==> config.mk <==
export PLATFORM = sky130hd
export DESIGN_NAME = arrowhead_vertex_generator
export DESIGN_NICKNAME = d
export VERILOG_FILES = /design/src/avg_pkg.sv /design/src/avg_controller.sv /design/src/avg_datapath.sv /design/src/arrowhead_vertex_generator.sv
export SDC_FILE = /design/constraint.sdc
export NUM_CORES = 2
export LEC_CHECK = 0
export BUFFER_PORTS_ARGS = -buffer_cell sky130_fd_sc_hd__buf_2
export CAP_MARGIN = 30
export CORE_ASPECT_RATIO = 2
export CORE_MARGIN = 8
export CORE_UTILIZATION = 30
export CTS_CLUSTER_SIZE = 16
export DETAILED_ROUTE_END_ITERATION = 7
export PLACE_DENSITY = 0.43
export SLEW_MARGIN = 20
export SYNTH_ARGS = -nofsm -noshare
export SYNTH_HDL_FRONTEND = slang
export SYNTH_SLANG_ARGS = --single-unit
export TNS_END_PERCENT = 10
==> constraint.sdc <==
create_clock -name clk -period 11.5 [get_ports clk]
set_input_delay 2.3 -clock clk [delete_from_list [all_inputs] [get_ports clk]]
set_output_delay 2.3 -clock clk [all_outputs]
set_load 0.03 [all_outputs]
==> src/avg_pkg.sv <==
// Shared types and constants for the arrowhead vertex generator.
// Used by avg_controller, avg_datapath and the top level; no dependencies.
`default_nettype none

package avg_pkg;

    localparam int COORD_BITS  = 16;
    localparam int FRAC_BITS   = 8;
    localparam int CFG_BITS    = 12;
    localparam int SQRT_STEPS  = 25;
    localparam int DIV_STEPS   = 47;
    localparam int CNT_BITS    = 6;

    // Configuration register indexes.
    localparam logic CFG_HEAD_LENGTH = 1'b0;
    localparam logic CFG_WING_WIDTH  = 1'b1;

    // Multiplier operand selections.
    localparam logic [2:0] MUL_DXDX  = 3'd0;
    localparam logic [2:0] MUL_DYDY  = 3'd1;
    localparam logic [2:0] MUL_AX    = 3'd2;
    localparam logic [2:0] MUL_AY    = 3'd3;
    localparam logic [2:0] MUL_BX    = 3'd4;
    localparam logic [2:0] MUL_BY    = 3'd5;

    // Corner coordinate slots, one division each.
    localparam logic [1:0] RES_LX = 2'd0;
    localparam logic [1:0] RES_LY = 2'd1;
    localparam logic [1:0] RES_RX = 2'd2;
    localparam logic [1:0] RES_RY = 2'd3;

    typedef struct packed {
        logic       load;
        logic       mul_en;
        logic [2:0] mul_sel;
        logic       sqrt_step;
        logic       div_init;
        logic       div_step;
        logic       div_end;
        logic [1:0] div_sel;
        logic       finish;
    } cmd_t;

endpackage

`default_nettype wire

==> src/avg_controller.sv <==
// Sequencer for the arrowhead vertex generator.
// Drives avg_datapath through avg_pkg::cmd_t and owns both stream handshakes.
`default_nettype none

module avg_controller (
    input  wire logic        clk,
    input  wire logic        rst_n,
    input  wire logic        s_axis_tvalid,
    output logic             s_axis_tready,
    output logic             m_axis_tvalid,
    input  wire logic        m_axis_tready,
    output avg_pkg::cmd_t    cmd
);

    localparam logic [2:0] ST_IDLE     = 3'd0;
    localparam logic [2:0] ST_MUL_SQ   = 3'd1;
    localparam logic [2:0] ST_SQRT     = 3'd2;
    localparam logic [2:0] ST_MUL_PR   = 3'd3;
    localparam logic [2:0] ST_DIV_INIT = 3'd4;
    localparam logic [2:0] ST_DIV_RUN  = 3'd5;
    localparam logic [2:0] ST_DIV_END  = 3'd6;
    localparam logic [2:0] ST_FIN      = 3'd7;

    logic [2:0]                 state_reg, state_next;
    logic [avg_pkg::CNT_BITS-1:0] cnt_reg, cnt_next;
    logic [1:0]                 sel_reg, sel_next;
    logic                       oval_reg, oval_next;
    logic                       out_free;

    assign s_axis_tready = (state_reg == ST_IDLE);
    assign m_axis_tvalid = oval_reg;
    assign out_free      = !oval_reg || m_axis_tready;

    always_comb
    begin
        state_next    = state_reg;
        cnt_next      = cnt_reg;
        sel_next      = sel_reg;
        oval_next     = oval_reg && !m_axis_tready;
        cmd           = '0;
        cmd.div_sel   = sel_reg;
        case (state_reg)
            ST_IDLE:
            begin
                if (s_axis_tvalid)
                begin
                    cmd.load   = 1'b1;
                    cnt_next   = '0;
                    state_next = ST_MUL_SQ;
                end
            end
            ST_MUL_SQ:
            begin
                cmd.mul_en  = 1'b1;
                cmd.mul_sel = (cnt_reg[0]) ? avg_pkg::MUL_DYDY : avg_pkg::MUL_DXDX;
                cnt_next    = cnt_reg + 1'b1;
                if (cnt_reg[0])
                begin
                    cnt_next   = '0;
                    state_next = ST_SQRT;
                end
            end
            ST_SQRT:
            begin
                cmd.sqrt_step = 1'b1;
                cnt_next      = cnt_reg + 1'b1;
                if (cnt_reg == avg_pkg::CNT_BITS'(avg_pkg::SQRT_STEPS - 1))
                begin
                    cnt_next   = '0;
                    state_next = ST_MUL_PR;
                end
            end
            ST_MUL_PR:
            begin
                cmd.mul_en  = 1'b1;
                cmd.mul_sel = avg_pkg::MUL_AX + 3'(cnt_reg[1:0]);
                cnt_next    = cnt_reg + 1'b1;
                if (cnt_reg[1:0] == 2'd3)
                begin
                    cnt_next   = '0;
                    sel_next   = avg_pkg::RES_LX;
                    state_next = ST_DIV_INIT;
                end
            end
            ST_DIV_INIT:
            begin
                cmd.div_init = 1'b1;
                cnt_next     = '0;
                state_next   = ST_DIV_RUN;
            end
            ST_DIV_RUN:
            begin
                cmd.div_step = 1'b1;
                cnt_next     = cnt_reg + 1'b1;
                if (cnt_reg == avg_pkg::CNT_BITS'(avg_pkg::DIV_STEPS - 1))
                begin
                    state_next = ST_DIV_END;
                end
            end
            ST_DIV_END:
            begin
                cmd.div_end = 1'b1;
                sel_next    = sel_reg + 1'b1;
                state_next  = (sel_reg == avg_pkg::RES_RY) ? ST_FIN : ST_DIV_INIT;
            end
            ST_FIN:
            begin
                // The result register may still hold an untaken transaction.
                if (out_free)
                begin
                    cmd.finish = 1'b1;
                    oval_next  = 1'b1;
                    state_next = ST_IDLE;
                end
            end
            default:
            begin
                state_next = ST_IDLE;
            end
        endcase
    end

    always_ff @(posedge clk or negedge rst_n)
    begin
        if (!rst_n)
        begin
            state_reg <= ST_IDLE;
            cnt_reg   <= '0;
            sel_reg   <= '0;
            oval_reg  <= 1'b0;
        end
        else
        begin
            state_reg <= state_next;
            cnt_reg   <= cnt_next;
            sel_reg   <= sel_next;
            oval_reg  <= oval_next;
        end
    end

    a_finish_free: assert property (@(posedge clk) disable iff (!rst_n)
        cmd.finish |-> out_free)
        else $error("result overwritten before it was taken");

    a_load_starts: assert property (@(posedge clk) disable iff (!rst_n)
        (s_axis_tvalid && s_axis_tready) |=> (state_reg == ST_MUL_SQ && cnt_reg == '0))
        else $error("accepted item did not start the sequence");

    a_fin_order: assert property (@(posedge clk) disable iff (!rst_n)
        (state_reg == ST_FIN) |-> (sel_reg == avg_pkg::RES_LX))
        else $error("finish reached before all four corner coordinates");

    a_valid_set: assert property (@(posedge clk) disable iff (!rst_n)
        cmd.finish |=> m_axis_tvalid)
        else $error("finished result not presented");

endmodule

`default_nettype wire

==> src/avg_datapath.sv <==
// Datapath of the arrowhead vertex generator: shared multiplier, bit-serial
// square root and divider, corner, box and change logic. Uses avg_pkg.
`default_nettype none

module avg_datapath (
    input  wire logic                                clk,
    input  wire logic                                rst_n,
    input  wire logic                                cfg_we,
    input  wire logic                                cfg_index,
    input  wire logic [avg_pkg::CFG_BITS-1:0]        cfg_data,
    input  wire logic [63:0]                         in_data,
    input  wire avg_pkg::cmd_t                       cmd,
    output logic [127:0]                             out_data,
    output logic                                     out_changed
);

    localparam int NW = 48;

    logic [11:0]        len_reg, wid_reg;
    logic signed [15:0] tip_x_reg, tip_y_reg, ref_x_reg, ref_y_reg;
    logic signed [16:0] dx_reg, dy_reg;
    logic               zero_reg;
    logic [33:0]        d2_reg;
    logic [49:0]        rad_reg;
    logic [26:0]        srem_reg;
    logic [24:0]        root_reg;
    logic signed [NW-1:0] ax_reg, ay_reg, bx_reg, by_reg;
    logic [46:0]        dvd_reg;
    logic [27:0]        drem_reg;
    logic               neg_reg;
    logic signed [15:0] res_reg [4];
    logic signed [15:0] prev_reg [4];
    logic [127:0]       odata_reg;
    logic               ochg_reg;

    logic signed [26:0] mul_a, mul_b, along, wf;
    logic signed [53:0] prod;
    logic [28:0]        srem_sh, trial;
    logic [26:0]        den;
    logic [27:0]        dv;
    logic [28:0]        drem_sh;
    logic signed [NW-1:0] nsel, num2, quo, qs, refv, sum;
    logic signed [15:0] satv;
    logic signed [15:0] mnx, mxx, mny, mxy;
    logic [16:0]        ew, eh;
    logic [15:0]        bw, bh;
    logic               changed;

    assign along = $signed({2'b00, root_reg}) - $signed({7'b0, len_reg, 8'b0});
    assign wf    = $signed({7'b0, wid_reg, 8'b0});

    always_comb
    begin
        case (cmd.mul_sel)
            avg_pkg::MUL_DXDX: begin mul_a = 27'(dx_reg); mul_b = 27'(dx_reg); end
            avg_pkg::MUL_DYDY: begin mul_a = 27'(dy_reg); mul_b = 27'(dy_reg); end
            avg_pkg::MUL_AX:   begin mul_a = 27'(dx_reg) <<< 1; mul_b = along; end
            avg_pkg::MUL_AY:   begin mul_a = 27'(dy_reg) <<< 1; mul_b = along; end
            avg_pkg::MUL_BX:   begin mul_a = 27'(dy_reg); mul_b = wf; end
            avg_pkg::MUL_BY:   begin mul_a = 27'(dx_reg); mul_b = wf; end
            default:           begin mul_a = '0; mul_b = '0; end
        endcase
    end
    assign prod = mul_a * mul_b;

    // One root bit per step from the next pair of radicand bits.
    assign srem_sh = {srem_reg, rad_reg[49:48]};
    assign trial   = {2'b00, root_reg, 2'b01};

    // For a zero direction the divisor is fixed at two.
    assign den = zero_reg ? 27'd2 : {1'b0, root_reg, 1'b0};
    assign dv  = {den, 1'b0};

    always_comb
    begin
        case (cmd.div_sel)
            avg_pkg::RES_LX: nsel = ax_reg - bx_reg;
            avg_pkg::RES_LY: nsel = ay_reg + by_reg;
            avg_pkg::RES_RX: nsel = ax_reg + bx_reg;
            avg_pkg::RES_RY: nsel = ay_reg - by_reg;
            default:         nsel = '0;
        endcase
    end
    assign num2    = (nsel <<< 1) + $signed({21'b0, den});
    assign drem_sh = {drem_reg, dvd_reg[46]};

    // Floor division of a negative numerator rounds the magnitude up.
    assign quo  = $signed({1'b0, dvd_reg});
    assign qs   = neg_reg ? -(quo + NW'(|drem_reg)) : quo;
    assign refv = cmd.div_sel[0] ? NW'(ref_y_reg) : NW'(ref_x_reg);
    assign sum  = refv + qs;

    always_comb
    begin
        if (sum > NW'(32767))
            satv = 16'sh7fff;
        else if (sum < -NW'(32768))
            satv = -16'sh8000;
        else
            satv = sum[15:0];
    end

    always_comb
    begin
        mnx = tip_x_reg;
        mxx = tip_x_reg;
        mny = tip_y_reg;
        mxy = tip_y_reg;
        if (res_reg[avg_pkg::RES_LX] < mnx) mnx = res_reg[avg_pkg::RES_LX];
        if (res_reg[avg_pkg::RES_RX] < mnx) mnx = res_reg[avg_pkg::RES_RX];
        if (res_reg[avg_pkg::RES_LX] > mxx) mxx = res_reg[avg_pkg::RES_LX];
        if (res_reg[avg_pkg::RES_RX] > mxx) mxx = res_reg[avg_pkg::RES_RX];
        if (res_reg[avg_pkg::RES_LY] < mny) mny = res_reg[avg_pkg::RES_LY];
        if (res_reg[avg_pkg::RES_RY] < mny) mny = res_reg[avg_pkg::RES_RY];
        if (res_reg[avg_pkg::RES_LY] > mxy) mxy = res_reg[avg_pkg::RES_LY];
        if (res_reg[avg_pkg::RES_RY] > mxy) mxy = res_reg[avg_pkg::RES_RY];
    end

    assign ew = 17'(17'(mxx) - 17'(mnx)) + 17'd1;
    assign eh = 17'(17'(mxy) - 17'(mny)) + 17'd1;
    assign bw = ew[16] ? 16'hffff : ew[15:0];
    assign bh = eh[16] ? 16'hffff : eh[15:0];

    assign changed = (res_reg[0] != prev_reg[0]) || (res_reg[1] != prev_reg[1]) ||
                     (res_reg[2] != prev_reg[2]) || (res_reg[3] != prev_reg[3]);

    always_ff @(posedge clk or negedge rst_n)
    begin
        if (!rst_n)
        begin
            len_reg  <= 12'd10;
            wid_reg  <= 12'd7;
            prev_reg <= '{default: '0};
        end
        else
        begin
            if (cfg_we && cfg_index == avg_pkg::CFG_HEAD_LENGTH)
                len_reg <= cfg_data;
            if (cfg_we && cfg_index == avg_pkg::CFG_WING_WIDTH)
                wid_reg <= cfg_data;
            if (cmd.finish)
                prev_reg <= res_reg;
        end
    end

    always_ff @(posedge clk)
    begin
        if (cmd.load)
        begin
            tip_x_reg <= in_data[15:0];
            tip_y_reg <= in_data[31:16];
            ref_x_reg <= in_data[47:32];
            ref_y_reg <= in_data[63:48];
            dx_reg    <= 17'($signed(in_data[15:0])) - 17'($signed(in_data[47:32]));
            dy_reg    <= 17'($signed(in_data[31:16])) - 17'($signed(in_data[63:48]));
            zero_reg  <= (in_data[15:0] == in_data[47:32]) &&
                         (in_data[31:16] == in_data[63:48]);
            srem_reg  <= '0;
            root_reg  <= '0;
        end
        if (cmd.mul_en)
        begin
            case (cmd.mul_sel)
                avg_pkg::MUL_DXDX: d2_reg  <= prod[33:0];
                avg_pkg::MUL_DYDY: rad_reg <= {d2_reg + prod[33:0], 16'b0};
                avg_pkg::MUL_AX:   ax_reg  <= zero_reg ? -$signed({35'b0, len_reg, 1'b0})
                                                       : prod[NW-1:0];
                avg_pkg::MUL_AY:   ay_reg  <= zero_reg ? '0 : prod[NW-1:0];
                avg_pkg::MUL_BX:   bx_reg  <= zero_reg ? '0 : prod[NW-1:0];
                avg_pkg::MUL_BY:   by_reg  <= zero_reg ? $signed({36'b0, wid_reg})
                                                       : prod[NW-1:0];
                default:           d2_reg  <= d2_reg;
            endcase
        end
        if (cmd.sqrt_step)
        begin
            rad_reg <= {rad_reg[47:0], 2'b00};
            if (srem_sh >= trial)
            begin
                srem_reg <= 27'(srem_sh - trial);
                root_reg <= {root_reg[23:0], 1'b1};
            end
            else
            begin
                srem_reg <= srem_sh[26:0];
                root_reg <= {root_reg[23:0], 1'b0};
            end
        end
        if (cmd.div_init)
        begin
            neg_reg  <= num2[NW-1];
            dvd_reg  <= num2[NW-1] ? 47'(-num2) : num2[46:0];
            drem_reg <= '0;
        end
        if (cmd.div_step)
        begin
            if (drem_sh >= {1'b0, dv})
            begin
                drem_reg <= 28'(drem_sh - {1'b0, dv});
                dvd_reg  <= {dvd_reg[45:0], 1'b1};
            end
            else
            begin
                drem_reg <= drem_sh[27:0];
                dvd_reg  <= {dvd_reg[45:0], 1'b0};
            end
        end
        if (cmd.div_end)
            res_reg[cmd.div_sel] <= satv;
        if (cmd.finish)
        begin
            odata_reg <= {bh, bw, mny, mnx, res_reg[avg_pkg::RES_RY],
                          res_reg[avg_pkg::RES_RX], res_reg[avg_pkg::RES_LY],
                          res_reg[avg_pkg::RES_LX]};
            ochg_reg  <= changed;
        end
    end

    assign out_data    = odata_reg;
    assign out_changed = ochg_reg;

endmodule

`default_nettype wire

==> src/arrowhead_vertex_generator.sv <==
// One transaction at a time: a new input is taken only after the result of the last one
// is finished, which takes the bit-serial square root (25 steps) and four sequential
// bit-serial divisions, and the finish waits until the output register is free.
// A finished result waits in the output register while the next item is taken.
// Reset (rst_n, asynchronous, active low) sets head_length to 10, wing_width
// to 7, clears the previous corners and empties the output register.
`default_nettype none

module arrowhead_vertex_generator (
    input  wire logic                           clk,
    input  wire logic                           rst_n,
    input  wire logic                           cfg_we,
    input  wire logic                           cfg_index,
    input  wire logic [avg_pkg::CFG_BITS-1:0]   cfg_data,
    input  wire logic                           s_axis_tvalid,
    output logic                                s_axis_tready,
    // tip_x, tip_y, ref_x, ref_y
    input  wire logic [63:0]                    s_axis_tdata,
    output logic                                m_axis_tvalid,
    input  wire logic                           m_axis_tready,
    // left_x, left_y, right_x, right_y, box_x, box_y, box_w, box_h
    output logic [127:0]                        m_axis_tdata,
    // corners_changed
    output logic                                m_axis_tuser
);

    avg_pkg::cmd_t cmd;

    avg_controller u_ctrl (
        .clk           (clk),
        .rst_n         (rst_n),
        .s_axis_tvalid (s_axis_tvalid),
        .s_axis_tready (s_axis_tready),
        .m_axis_tvalid (m_axis_tvalid),
        .m_axis_tready (m_axis_tready),
        .cmd           (cmd)
    );

    avg_datapath u_dp (
        .clk         (clk),
        .rst_n       (rst_n),
        .cfg_we      (cfg_we),
        .cfg_index   (cfg_index),
        .cfg_data    (cfg_data),
        .in_data     (s_axis_tdata),
        .cmd         (cmd),
        .out_data    (m_axis_tdata),
        .out_changed (m_axis_tuser)
    );

endmodule

`default_nettype wire

==> results.json <==
{
  "avgSynthCellArea_sq_um": 9.493,
  "min_to": "u_dp.rad_reg[18]",
  "outcome": "completed",
  "ys_warn_count": 0,
  "cap_violations": 0,
  "drtIter0Drc": 3170,
  "fp.dieH_microns": 728.3,
  "crit_path_end_kind": "flop",
  "final_layout_size_suffix_gt1_share_pct": 10.42,
  "drv_slew": 0,
  "ioPinCount": 213,
  "synth_flop_cell": "edfxtp_1",
  "cts.clk_slew.worst_paths_ps": 70,
  "critPathRequiredTime_ps": 11880,
  "grt_pass1_vias": 64390,
  "drc": 0,
  "crit_type": "flop to flop",
  "largest_reg_flops": 128,
  "rr_endpoint": "u_dp.rad_reg[49]",
  "tightest_slew_ps": 975.2,
  "insertion_delay_ps": 710,
  "netlist_area_sq_um": 76110,
  "seq_area_frac_synth_pct": 29.97,
  "numPortBuffers": 212,
  "whs_ps": 523.7,
  "root_buffer": "clkbuf_16",
  "fillCellCount": 25980,
  "relSlewSlack_pct": 33.13,
  "path_max_fanout": 22,
  "fin_crit_ps": 10870,
  "cp_common_cell": "fa_1",
  "dieWidth_microns": 372.2,
  "setup_violations": 0,
  "wl_mm": 301.7,
  "finalCritPeriodShare_pct": 94.55,
  "synthArstFlopShare_pct": 12.89,
  "dp_hpwl_mm": 256.0,
  "synthCells": 8018,
  "timing_hold_violations_final": 0,
  "start_kind": "flop",
  "fin_worst_skew_ps": 56.01,
  "gr-total-overflow": 0,
  "r2r-start": "u_ctrl.state_reg[0]",
  "nNetsFinal": 9593,
  "arrival_ps": 11260,
  "gp_congestion": 0.9416,
  "r2r_cells": 42,
  "cts_sinks": 776,
  "rows": 261,
  "worst_slack_ps": 626.3,
  "clockBufferDepth": 3,
  "dr_total_vias": 60150,
  "die-area_sq_um": 271100,
  "grt_max_degree": 149,
  "cts_buffers": 77,
  "rsz0062_at_grt": "no",
  "cts_tree": "built",
  "fin_setup_tns_ps": 0,
  "worstHoldStart": "u_dp.rad_reg[16]",
  "drt-wirelength-per-cell_microns": 25.89,
  "reg2reg_slack_ps": 630,
  "grt_pass1_wl_mm": 432.3,
  "whs_path_depth": 2,
  "ys_ff_latch": 776,
  "core-area_sq_um": 252400,
  "synth_edf_count": 676,
  "vias_per_cell": 5.162,
  "area_growth_pct": 11.80,
  "start_util_pct": 30.15,
  "dr.pass1.iters": 5,
  "grtUsageTotal_pct": 21.86,
  "postRouteAntennaNets": 0,
  "dp_worst_setup_slack_ps": 240.6,
  "grt_antenna_before_repair": 5,
  "h-tree-depth": 3,
  "max_freq_mhz": 91.96,
  "cp_slowest_cell": "a221oi_2",
  "cpPeakStageDelay_ps": 690,
  "synth_cell_types": 110,
  "synth_nets": 9312,
  "hold_path_class": "flop to flop"
}
## placed cells by master, fill, tap and decap left out, types with 48 or more instances in the layout
cell type,instances
nor2b_1,110
nor2_1,779
xor2_1,188
o21bai_1,49
xnor2_1,333
or2_2,69
edfxtp_1,676
and3_1,51
fa_1,560
nand2_1,614
nand2b_1,127
buf_4,228
o21ai_0,404
nand4_1,96
ha_1,650
a21oi_1,465
a31oi_1,48
nor3_1,116
mux2_2,119
inv_1,974
buf_2,212
o21a_1,104
dfrtp_1,95
mux2i_1,141
clkbuf_16,77
a21o_1,220
nand3_1,92
## cell families after synthesis
family	Yosys count	synth area share, %
adders and majority gates	1212	25.45
buffers and inverters	1229	6.104
muxes	260	3.615
xor gates and xnor gates	525	6.051
DFF	776	29.97
AOI/OAI and AO/OA	1701	14.36
and+or+nand+nor	2315	14.46
## routing by layer
layer | vias to the layer above | GRT usage, % | wire length [microns]
li1 | 28260 | - | -
met1 | 29960 | 18.14 | 89520
met2 | 1312 | 46.01 | 176100
met3 | 614 | 1.458 | 7195
met4 | 2 | 16.69 | 28870
met5 | - | 0 | 13
## Yosys cell counts, drive strengths merged (50+ instances only)
cell type | number | share of area, %
clkbuf | 215 | 1.1
or2 | 71 | 0.58
mux2i | 141 | 1.9
o21ai | 430 | 2.8
mux2 | 119 | 1.8
nand2b | 127 | 1.0
nor2b | 113 | 0.93
o21bai | 50 | 0.51
fa | 560 | 15
xnor2 | 335 | 3.9
a21boi | 50 | 0.49
a21o | 220 | 2.2
nand3 | 93 | 0.62
xor2 | 190 | 2.2
a21oi | 470 | 3.1
ha | 652 | 11
nor2 | 785 | 3.9
a31oi | 51 | 0.43
nand2 | 615 | 3.0
and3 | 51 | 0.42
edfxtp | 676 | 27
nor4 | 51 | 0.46
inv | 975 | 4.8
nand4 | 96 | 0.79
o21a | 104 | 1.0
dfrtp | 95 | 3.1
nor3 | 118 | 0.78
## metrics by stage
step	instances	utilization, %	instance area [sq um]
5_1_grt	11650	33.71	85090
6_report	11650	33.71	85100
3_5_place_dp	11500	32.66	82460
2_1_floorplan	8018	-	76120
3_3_place_gp	11500	32.64	82400
4_1_cts	11640	33.68	85020
## worst max path at each step
stage | startpoint | endpoint | slack, ps
floorplan | u_ctrl.cnt_reg[0] | u_dp.rad_reg[49] | 190
global placement | u_dp.len_reg[1] | u_dp.ax_reg[40] | 130
detailed placement | u_dp.len_reg[1] | u_dp.ax_reg[40] | 240
CTS | u_dp.len_reg[1] | u_dp.ax_reg[40] | 180
global route | u_ctrl.state_reg[0] | u_dp.rad_reg[49] | 6
finish | u_ctrl.state_reg[0] | u_dp.rad_reg[49] | 630
## final cells by class
| type | count | area, sq um | area share [%] |
|---|---|---|---|
| sequential | 776 | 22810 | 26.80 |
| clock inverter | 45 | 504.2 | 0.5925 |
| antenna | 3 | 7.507 | 0.008822 |
| timing repair buffer | 454 | 2993 | 3.517 |
| tap | 3287 | 4113 | 4.833 |
| clock buffer | 97 | 2062 | 2.423 |
| inverter | 977 | 3667 | 4.309 |
| multi-input combinational | 6013 | 48940 | 57.51 |
## repair_timing
item	4_1_cts	5_1_grt
setup buffers	0	3
resized for setup	0	8
hold buffers	0	0
endpoints found under the hold margin	0	0
endpoints found under the setup margin	0	29
## critical path, delay by kind of cell, from the launching register on
kind                     cells  cell delay (ps)
buffers and inverters        7              990
AND/OR/NAND/NOR              9             2220
flip-flops                   1              360
XOR/XNOR                     2              400
AO/OA/AOI/OAI               15             2930
adder cells (fa/ha/maj)      9             3650
Power is not shown: default switching activity piles up to over one toggle a cycle in this logic, so the estimate is an artifact.
